File: config.mk
export PLATFORM = sky130hd
export DESIGN_NAME = bump_slot_allocator_lazy_flush_unit
export DESIGN_NICKNAME = d
export VERILOG_FILES = /design/src/design/bsa_pkg.sv /design/src/design/bsa_ram.sv /design/src/design/bsa_req_decode.sv /design/src/design/bump_slot_allocator_lazy_flush_unit.sv
export SDC_FILE = /design/constraint.sdc
export NUM_CORES = 1
export LEC_CHECK = 0
export BUFFER_PORTS_ARGS = -buffer_cell sky130_fd_sc_hd__clkbuf_2
export CORE_MARGIN = 1
export CORE_UTILIZATION = 40
export CTS_CLUSTER_SIZE = 16
export DETAILED_ROUTE_END_ITERATION = 12
export PLACE_DENSITY = 0.61
export REMOVE_ABC_BUFFERS = 1
export SYNTH_ARGS = -nofsm -noshare
export SYNTH_HDL_FRONTEND = slang
export SYNTH_SLANG_ARGS = --single-unit
File: constraint.sdc
create_clock -name clk -period 3.82 [get_ports clk]
set_clock_uncertainty 0.15 [all_clocks]
set_input_delay 0 -clock clk [delete_from_list [all_inputs] [get_ports clk]]
set_output_delay 0 -clock clk [all_outputs]
set_load 0.01 [all_outputs]
File: src/design/bsa_pkg.sv
// ----------------------------------------------------------------------------
// bsa_pkg
// Shared widths, constants, status codes and request decode type for the
// bump slot allocator.
// ----------------------------------------------------------------------------
package bsa_pkg;

  localparam int unsigned SIZE_W       = 20;
  localparam int unsigned PG_W         = 5;
  localparam int unsigned SLOT_PORT_W  = 2;
  localparam int unsigned STATUS_W     = 3;

  localparam int unsigned REGION_PAGES = 16;
  localparam int unsigned PAGE_BYTES   = 4096;
  localparam int unsigned PAGE_SHIFT   = $clog2(PAGE_BYTES);
  localparam int unsigned REGION_BYTES = REGION_PAGES * PAGE_BYTES;

  localparam logic KIND_GET = 1'b0;
  localparam logic KIND_PUT = 1'b1;

  localparam logic [STATUS_W-1:0] ST_OK          = 3'd0;
  localparam logic [STATUS_W-1:0] ST_TOO_LARGE   = 3'd1;
  localparam logic [STATUS_W-1:0] ST_RESERVE_BAD = 3'd2;
  localparam logic [STATUS_W-1:0] ST_NO_SPACE    = 3'd3;
  localparam logic [STATUS_W-1:0] ST_NO_SLOT     = 3'd4;
  localparam logic [STATUS_W-1:0] ST_PUT_UNUSED  = 3'd5;

  typedef struct packed {
    logic                err;
    logic [STATUS_W-1:0] err_status;
    logic [PG_W-1:0]     pages;
    logic [PG_W-1:0]     limit;
  } req_dec_t;

endpackage

File: src/design/bsa_ram.sv
// ----------------------------------------------------------------------------
// bsa_ram
// Generic single write port, single read port RAM with registered read data.
// ----------------------------------------------------------------------------
module bsa_ram #(
  parameter int unsigned WIDTH = 10,
  parameter int unsigned DEPTH = 4,
  parameter int unsigned AW    = (DEPTH > 1) ? $clog2(DEPTH) : 1
) (
  input  logic             clk,
  input  logic             we,
  input  logic [AW-1:0]    waddr,
  input  logic [WIDTH-1:0] wdata,
  input  logic [AW-1:0]    raddr,
  output logic [WIDTH-1:0] rdata
);

  logic [WIDTH-1:0] mem [DEPTH];

  always_ff @(posedge clk) begin
    if (we) begin
      mem[waddr] <= wdata;
    end
    rdata <= mem[raddr];
  end

endmodule

File: src/design/bsa_req_decode.sv
// ----------------------------------------------------------------------------
// bsa_req_decode
// Checks a get request against the region, rounds its size to pages and
// selects the usable page limit.
// ----------------------------------------------------------------------------
module bsa_req_decode (
  input  logic [bsa_pkg::SIZE_W-1:0] size_bytes,
  input  logic                       reserve,
  output bsa_pkg::req_dec_t          dec
);

  localparam int unsigned RW = bsa_pkg::SIZE_W + 1;

  logic [RW-1:0] rounded;
  logic [RW-1:0] pages_full;
  logic          too_large;
  logic          reserve_bad;

  always_comb begin
    too_large   = RW'(size_bytes) > RW'(bsa_pkg::REGION_BYTES);
    rounded     = RW'(size_bytes) + RW'(bsa_pkg::PAGE_BYTES - 1);
    pages_full  = rounded >> bsa_pkg::PAGE_SHIFT;
    dec.pages   = pages_full[bsa_pkg::PG_W-1:0];
    reserve_bad = reserve && (pages_full != RW'(1));
    dec.err     = too_large || reserve_bad;
    dec.err_status = too_large ? bsa_pkg::ST_TOO_LARGE : bsa_pkg::ST_RESERVE_BAD;
    dec.limit   = reserve ? bsa_pkg::PG_W'(bsa_pkg::REGION_PAGES)
                          : bsa_pkg::PG_W'(bsa_pkg::REGION_PAGES - 1);
  end

endmodule

File: src/design/bump_slot_allocator_lazy_flush_unit.sv
// sequence: a put or rejected get is answered straight from IDLE, a get that fits
// goes through COMMIT, a get that wraps the pointer goes through SCAN, CHECK and
// COMMIT, or ends at CHECK when it finds no space (one slot ram read per cycle)
// throughput: one word at a time, next word taken once the sequencer is idle
// and the result register is free or being drained
// reset: bump pointer to region start, all slots free, slot ram left undefined
// ----------------------------------------------------------------------------
// bump_slot_allocator_lazy_flush_unit
// In-order page bump allocator with tracking slots; slot extents live in a
// small ram, a wrapping get scans it for the highest end still in use.
// ----------------------------------------------------------------------------
module bump_slot_allocator_lazy_flush_unit #(
  parameter int unsigned SLOTS = 4
) (
  input  logic                             clk,
  input  logic                             rst,
  input  logic                             req_valid,
  output logic                             req_ready,
  input  logic                             kind,
  input  logic [bsa_pkg::SIZE_W-1:0]       size_bytes,
  input  logic                             reserve,
  input  logic [bsa_pkg::SLOT_PORT_W-1:0]  slot,
  output logic                             rsp_valid,
  input  logic                             rsp_ready,
  output logic [bsa_pkg::STATUS_W-1:0]     status,
  output logic [bsa_pkg::SLOT_PORT_W-1:0]  slot_index,
  output logic [bsa_pkg::PG_W-1:0]         base_page,
  output logic [bsa_pkg::PG_W-1:0]         page_count,
  output logic                             flush_done
);

  localparam int unsigned PG_W   = bsa_pkg::PG_W;
  localparam int unsigned SLOT_W = (SLOTS > 1) ? $clog2(SLOTS) : 1;
  localparam int unsigned CNT_W  = SLOT_W + 1;
  localparam int unsigned RAM_W  = 2 * PG_W;

  typedef enum logic [3:0] {
    S_IDLE   = 4'b0001,
    S_SCAN   = 4'b0010,
    S_CHECK  = 4'b0100,
    S_COMMIT = 4'b1000
  } state_t;

  state_t              state;
  logic [SLOTS-1:0]    used;
  logic [PG_W-1:0]     next_page;
  logic [PG_W-1:0]     pages_r;
  logic [PG_W-1:0]     limit_r;
  logic [PG_W-1:0]     low;
  logic                flush;
  logic [CNT_W-1:0]    cnt;
  logic                pend;
  logic [SLOT_W-1:0]   pidx;

  bsa_pkg::req_dec_t   dec;
  logic                out_free;
  logic                accept;
  logic                need_wrap;
  logic                put_hit;
  logic                scan_issue;
  logic                check_fail;
  logic                rsp_load;
  logic                found;
  logic [SLOT_W-1:0]   pick;
  logic                ram_we;
  logic [RAM_W-1:0]    ram_wdata;
  logic [RAM_W-1:0]    ram_rdata;
  logic [PG_W-1:0]     rd_end;
  logic [PG_W-1:0]     grant_end;

  bsa_req_decode u_decode (
    .size_bytes  (size_bytes),
    .reserve     (reserve),
    .dec         (dec)
  );

  bsa_ram #(
    .WIDTH (RAM_W),
    .DEPTH (SLOTS),
    .AW    (SLOT_W)
  ) u_slot_ram (
    .clk   (clk),
    .we    (ram_we),
    .waddr (pick),
    .wdata (ram_wdata),
    .raddr (cnt[SLOT_W-1:0]),
    .rdata (ram_rdata)
  );

  always_comb begin
    out_free   = !rsp_valid || rsp_ready;
    req_ready  = (state == S_IDLE) && out_free;
    accept     = req_valid && req_ready;
    need_wrap  = ({1'b0, next_page} + {1'b0, dec.pages}) > {1'b0, dec.limit};
    put_hit    = (int'(slot) < SLOTS) && used[slot[SLOT_W-1:0]];
    scan_issue = (state == S_SCAN) && (cnt < CNT_W'(SLOTS));
    rd_end     = ram_rdata[PG_W-1:0];
    check_fail = (low > limit_r) || (pages_r > (limit_r - low));
    rsp_load   = (accept && ((kind == bsa_pkg::KIND_PUT) || dec.err))
              || ((state == S_CHECK) && check_fail && out_free)
              || ((state == S_COMMIT) && out_free);
    found      = 1'b0;
    pick       = '0;
    for (int i = SLOTS - 1; i >= 0; i--) begin
      if (!used[i]) begin
        found = 1'b1;
        pick  = SLOT_W'(i);
      end
    end
    grant_end  = next_page + pages_r;
    ram_we     = (state == S_COMMIT) && out_free && found;
    // base in upper half, end in lower half
    ram_wdata  = {next_page, grant_end};
  end

  always_ff @(posedge clk) begin
    if (rst) begin
      state     <= S_IDLE;
      rsp_valid <= 1'b0;
      used      <= '0;
      next_page <= '0;
      flush     <= 1'b0;
      cnt       <= '0;
      pend      <= 1'b0;
    end else begin
      if (rsp_load) begin
        rsp_valid <= 1'b1;
      end else if (rsp_ready) begin
        rsp_valid <= 1'b0;
      end
      case (state)
        S_IDLE: begin
          if (accept) begin
            if (kind == bsa_pkg::KIND_PUT) begin
              status     <= put_hit ? bsa_pkg::ST_OK : bsa_pkg::ST_PUT_UNUSED;
              slot_index <= slot;
              base_page  <= '0;
              page_count <= '0;
              flush_done <= 1'b0;
              if (put_hit) begin
                used[slot[SLOT_W-1:0]] <= 1'b0;
              end
            end else if (dec.err) begin
              status     <= dec.err_status;
              slot_index <= '0;
              base_page  <= '0;
              page_count <= '0;
              flush_done <= 1'b0;
            end else begin
              pages_r <= dec.pages;
              limit_r <= dec.limit;
              flush   <= 1'b0;
              low     <= '0;
              cnt     <= '0;
              pend    <= 1'b0;
              state   <= need_wrap ? S_SCAN : S_COMMIT;
            end
          end
        end
        S_SCAN: begin
          // fold the end read last cycle, issue the next read
          if (pend && used[pidx] && (rd_end > low)) begin
            low <= rd_end;
          end
          pend <= scan_issue;
          if (scan_issue) begin
            pidx <= cnt[SLOT_W-1:0];
            cnt  <= cnt + CNT_W'(1);
          end else if (!pend) begin
            state <= S_CHECK;
          end
        end
        S_CHECK: begin
          if (check_fail) begin
            if (out_free) begin
              status     <= bsa_pkg::ST_NO_SPACE;
              slot_index <= '0;
              base_page  <= '0;
              page_count <= '0;
              flush_done <= 1'b0;
              state      <= S_IDLE;
            end
          end else begin
            next_page <= low;
            flush     <= 1'b1;
            state     <= S_COMMIT;
          end
        end
        S_COMMIT: begin
          if (out_free) begin
            flush_done <= flush;
            state      <= S_IDLE;
            if (found) begin
              used[pick] <= 1'b1;
              status     <= bsa_pkg::ST_OK;
              slot_index <= bsa_pkg::SLOT_PORT_W'(pick);
              base_page  <= next_page;
              page_count <= pages_r;
              next_page  <= grant_end;
            end else begin
              status     <= bsa_pkg::ST_NO_SLOT;
              slot_index <= '0;
              base_page  <= '0;
              page_count <= '0;
            end
          end
        end
        default: begin
          state <= S_IDLE;
        end
      endcase
    end
  end

endmodule
After elaboration in Yosys (flattened, before gate mapping)
Memory sizes are Yosys's and may differ from the RTL's. A register that Yosys moved wholly into a read port is not among the register bits.
Cells that the tools add are included.
- memories: 1
- bits in writable memories: 40
- ROM bits: 0
- output and inout bits: 18
- latch bits: 0
- input port bits: 28
- flip-flop bits (word level): 52
- memory list (name ; words ; width ; read ports ; clocked after Yosys merged registers in ; wr ports ; RTL line ; source):
    u_slot_ram.mem ; 4 ; 10 ; 1 ; 1 ; 1 ; bsa_ram.sv:18 ; logic [WIDTH-1:0] mem [DEPTH];
- bitwise operators: 6
- equality and inequality tests: 20
- muxes and demuxes: 92
- reductions and logical operators: 36
- magnitude comparators: 11
- $add $sub $neg: 5
- $mul: 0
- shift-type cells: 0
- div/mod/pow operators: 0
- operator list (kind ; count):
    $mux 5 ; 17
    $mux 4 ; 13
    $mux 3 ; 12
    $pmux 5 s3 ; 2
    $ne 2x2->1 const B ; 13
    $mux 2 ; 12
    $mux 1 ; 22
    $add 20x12->21 const B ; 1
    $gt 20x17->1 const B ; 1
    $pmux 5 s2 ; 2
    $reduce_and 5->1 ; 4
    $pmux 4 s4 ; 1
    $gt 5x5->1 ; 3
    $logic_and 1x1->1 ; 13
    $reduce_and 6->1 ; 2
    $reduce_bool 2->1 ; 5
    $lt 2x3->1 const B ; 3
    $ne 9x1->1 const B ; 1
    $pmux 3 s3 ; 1
    $pmux 4 s2 ; 1
    $reduce_and 4->1 ; 2
    $reduce_and 7->1 ; 1
    $add 5x5->6 ; 1
    $gt 6x5->1 ; 1
    other kinds (25) ; 36

Depth between registers and ports, before layout
- depth in word-level cells: 12
- gate-level depth with buffers: 15

By module
A second synthesis with hierarchy kept.
- cells, all modules: 402
- area, all modules: 5026.1 µm²
- by module, submodules not included (module ; cells an instance ; area each (µm²) ; times used ; seq. area each (µm²)):
    bump_slot_allocator_lazy_flush_unit ; 306 ; 3088.0 ; 1 ; 1371.3
    bsa_ram ; 66 ; 1674.1 ; 1 ; 1401.3
    bsa_req_decode ; 30 ; 264.0 ; 1 ; 0.0

Worst setup path after synthesis
Ideal clock, no wire load.
- kind: reg2reg
- start point: register limit_r[3]
- end point: register base_page[0] (netlist name) (enable)
- stages on the path, launching flop included: 12
- arrival: 3.020 ns
- setup slack: 0.275 ns
- path through: edfxtp_1 > ha_1 > nor2b_1 > o31a_1 > or2_2 > ha_1 > and4_1 > a21oi_1 > o31a_1 > nor2_1 > nor4_1 > o31a_1
- word-level cells in the longest chain between the ends: 5
- ends and longest elaborated chain (item ; RTL line ; source):
    from (decl) ; bump_slot_allocator_lazy_flush_unit.sv:48 ; logic [PG_W-1:0] limit_r;
    from (signal assigned) ; bump_slot_allocator_lazy_flush_unit.sv:151 ; limit_r <= dec.limit;
    $sub 5x5->5 ; bump_slot_allocator_lazy_flush_unit.sv:98 ; check_fail = (low > limit_r) || (pages_r > (limit_r - low));
    $gt 5x5->1 ; bump_slot_allocator_lazy_flush_unit.sv:98 ;
    $logic_or 1x1->1 (*) ; bump_slot_allocator_lazy_flush_unit.sv:98 ;
    $ne 2x2->1 (no source line) (*) ; -- ;
    $reduce_and 7->1 (no source line) (*) ; -- ;
    to (signal assigned) ; bump_slot_allocator_lazy_flush_unit.sv:197 ; base_page <= next_page;
    to (decl) ; bump_slot_allocator_lazy_flush_unit.sv:27 ; output logic [bsa_pkg::PG_W-1:0] base_page,
Every way passes the cells marked *; elsewhere a longest branch is shown, timed or not.
A chain may end at the register's enable or synchronous reset.

Worst setup path in the final report
- start point: register limit_r[3]
- end point: register status[0] (netlist name) (enable)
- word-level cells in the longest chain between the ends: 5
- ends and longest elaborated chain (item ; RTL line ; source):
    $sub 5x5->5 ; bump_slot_allocator_lazy_flush_unit.sv:98 ;
    $gt 5x5->1 ; bump_slot_allocator_lazy_flush_unit.sv:98 ;
    $logic_or 1x1->1 (*) ; bump_slot_allocator_lazy_flush_unit.sv:98 ;
    $ne 2x2->1 (no source line) (*) ; -- ;
    $reduce_and 7->1 (no source line) (*) ; -- ;
    to (signal assigned) ; bump_slot_allocator_lazy_flush_unit.sv:135 ; status <= put_hit ? bsa_pkg::ST_OK : bsa_pkg::ST_PUT_UNUSED;
    to (signal assigned) ; bump_slot_allocator_lazy_flush_unit.sv:144 ; status <= dec.err_status;
    to (signal assigned) ; bump_slot_allocator_lazy_flush_unit.sv:176 ; status <= bsa_pkg::ST_NO_SPACE;
    to (decl) ; bump_slot_allocator_lazy_flush_unit.sv:25 ; output logic [bsa_pkg::STATUS_W-1:0] status,
Marks and branches as above.

==> flow_summary_export.csv <==
group,metric,value,unit
run_status,status,"completed",
worst_setup_path,crit_path_end_kind,"flop",
logic_synthesis,synthesis.area,4090,sq um
global_routing,grt_pass1_wl,15100,microns
place,place_hpwl,6800,microns
power,p_leak,1.94,nW
clock_network,numCtsBuffers,9,
worst_setup_path,r2r_cells,13,
logic_synthesis,seq_area_frac_synth,0.485,
worst_hold_path,holdPathStages,2,
floorplan,chipHeight,103,microns
routing,drtPass1Iterations,4,
clock_network,cts_tree,"yes",
sta,post-route-min-period,3580,ps
routing,vias,3067,
worst_setup_path,path_max_fanout,16,
sta,worst_pin_slew,946,ps
routing,drcViolationCount,0,
global_routing,antenna_found_initial,0,
routing,drtAntennaViolNets,0,
logic_synthesis,syn_area_per_cell,11.1,sq um
routing,avgViaCountPerCell,5.36,
global_routing,met2_usage,0.309,
global_routing,grtUsageMet3,0.0325,
logic_synthesis,synth-seq-cells,74,
worst_setup_path,arrival,3490,ps
place,place_area,4470,sq um
sta,finalHoldViolCount,0,
clock_network,cts.clk_slew.worst_paths,80,ps
layout,fin_area,4840,sq um
floorplan,row_count,36,
flow_run,drv_cap,0,
global_routing,grt_busiest_layer,"met2",
global_routing,grt_pass1_vias,3044,
worst_setup_path,crit_required,3730,ps
floorplan,chipWidth,103,microns
clock_network,worstSkewPairLatency,350,ps
floorplan,start_util,0.416,
routing,wl_per_cell,16.1,microns
floorplan,pin_count,46,
logic_synthesis,yosysTopAreaCell,"edfxtp_1",
floorplan,coreArea,9820,sq um
sta,timing.fmax,0.280,GHz
sta,rsz0062_at_grt,"no",
logic_synthesis,yosysTopAreaCellShare,0.368,
logic_synthesis,synth_area_leaders,"edfxtp_1 37%, dfxtp_1 12%, ha_1 9.5%, mux4_2 3.9%, a21oi_1 3.2%",
global_routing,grt_overflow,0,
logic_synthesis,ys_warn_count,0,
sta,slew_violations,0,
logic_synthesis,synth_edf_count,50,
clock_network,cts_max_level,3,
sta,fin_crit_sh,0.936,
logic_synthesis,synth_cells,369,
logic_synthesis,synth.distinct_cells,59,
layout,layout_commonest_cell,"edfxtp_1",
layout,layout.nets,496,
clock_network,cts_resized,0,
floorplan,die-area,10600,sq um
power,p_per_area,344,nW/um^2
logic_synthesis,synthArstFlopShare,0,
clock_network,clockRootBuffer,"clkbuf_8",
place,port_buffers,45,
sta,relSlewSlack,0.365,
worst_setup_path,crit_type,"flop to flop",
global_routing,grt_usage,0.192,
clock_network,max-clock-path-buffers,2,
layout,areaGrowthSynthToFinish,18.6,%
worst_setup_path,critPathLaunchType,"flop",
routing,wirelength,9230,microns
layout,mostFrequentLayoutCells,"50 x edfxtp_1, 45 x clkbuf_2, 31 x ha_1, 28 x inv_1, 26 x a21oi_1",
sta,setup_tns,0,ps
layout,drive_above_1_share,0.205,
routing,drt-initial-drc-count,147,
place,gp_congestion,0.863,
sta,finalSetupViolCount,0,
global_routing,grt_max_degree,24,
power,ir_drop,0.156,mV
global_routing,grtUsageMet1,0.257,
clock_network,numClockSinks,74,
layout,diodes,0,
worst_hold_path,min_path_type,"input pin to flop",
logic_synthesis,synth-main-ff-cell,"edfxtp_1",
cell type report:
| cell class | count | area, sq um |
|---|---|---|
| multi-input cells | 253 | 1930 |
| repair buffers | 68 | 445 |
| clock inverters | 5 | 62.6 |
| well taps | 133 | 166 |
| clock buffers | 11 | 151 |
| inverters | 28 | 105 |
| flip-flops and latches | 74 | 1980 |
| fillers | 925 | 4980 |
worst paths after layout:
path              startpoint         to  slack (ps)
setup reg to reg  limit_r[3]  status[0]         240
setup / recovery  limit_r[3]  status[0]         240
hold reg to reg        flush      flush         340
hold / removal           rst   state[2]          30
critical path, stage by stage, from the launching register on:
cell and delay, ps:
edfxtp_1 460, buf_4 170, ha_1 320, o21a_1 120, o31a_1 120, or2_2 300, ha_1 280, and4_1 200
a21oi_1 140, o31a_1 230, nor2_1 110, nor4_1 270, o31a_1 230, buf_12 160
repair_timing:
action	CTS	global route
setup endpoints to repair	0	11
buffers inserted	0	2
hold buffers	14	0
hold endpoints to repair	14	0
sequential cells by signal (all words and copies together) (netlist names):
signal,flops
u_slot_ram.mem,20
base_page,5
low,5
next_page,5
page_count,5
pages_r,5
u_slot_ram.rdata,5
state,4
used,4
cnt,3
status,3
limit_r,2
pidx,2
slot_index,2
flush,1
flush_done,1
pend,1
rsp_valid,1
per-layer routing:
layer	wire, microns	vias to the layer above
met3	312	16
met2	4410	62
met5	0	-
met1	4320	1486
met4	181	0
li1	-	1503
kinds of logic (layout without fill, tap and decap cells):
family | after synthesis | in the layout | share of synthesized area
XOR/XNOR | 14 | 14 | 0.0300
buffers and inverters | 42 | 112 | 0.0438
flip-flops | 74 | 74 | 0.485
adder cells (fa/ha/maj) | 34 | 34 | 0.110
multiplexers | 8 | 8 | 0.0410
AND/OR/NAND/NOR | 115 | 115 | 0.155
AO/OA/AOI/OAI | 82 | 82 | 0.135
metrics by stage:
stage | hold WS (ps) | utilization | setup WS, ps | power, mW | instances
2_1_floorplan | -80.9 | - | 275 | 0.964 | 355
3_3_place_gp | 164 | 0.456 | 329 | 1.02 | 540
3_5_place_dp | 152 | 0.456 | 218 | 1.02 | 540
4_1_cts | 13.6 | 0.492 | 202 | 1.67 | 570
5_1_grt | 23.3 | 0.493 | 40.9 | 1.73 | 572
6_report | 27.7 | 0.493 | 245 | 1.66 | 572
power by group:
part           total (mW)  internal (mW)  switching, mW
clock network       0.645          0.340          0.306
logic               0.152         0.0691         0.0831
registers           0.867          0.861        0.00562
cells in the mapped netlist, types with 4 or more instances:
cell / count
a211oi_1: 4
a21o_1: 6
a21oi_1: 26
and2_1: 16
clkbuf_1: 10
dfxtp_1: 24
edfxtp_1: 50
ha_1: 31
inv_1: 28
mux4_2: 7
nand2_1: 19
nand3_1: 6
nor2_1: 25
nor3_1: 14
nor4b_1: 4
o21a_1: 4
o21ai_0: 12
o31a_1: 4
or3_1: 7
xnor2_1: 11
(Power assumes the default switching activity.)
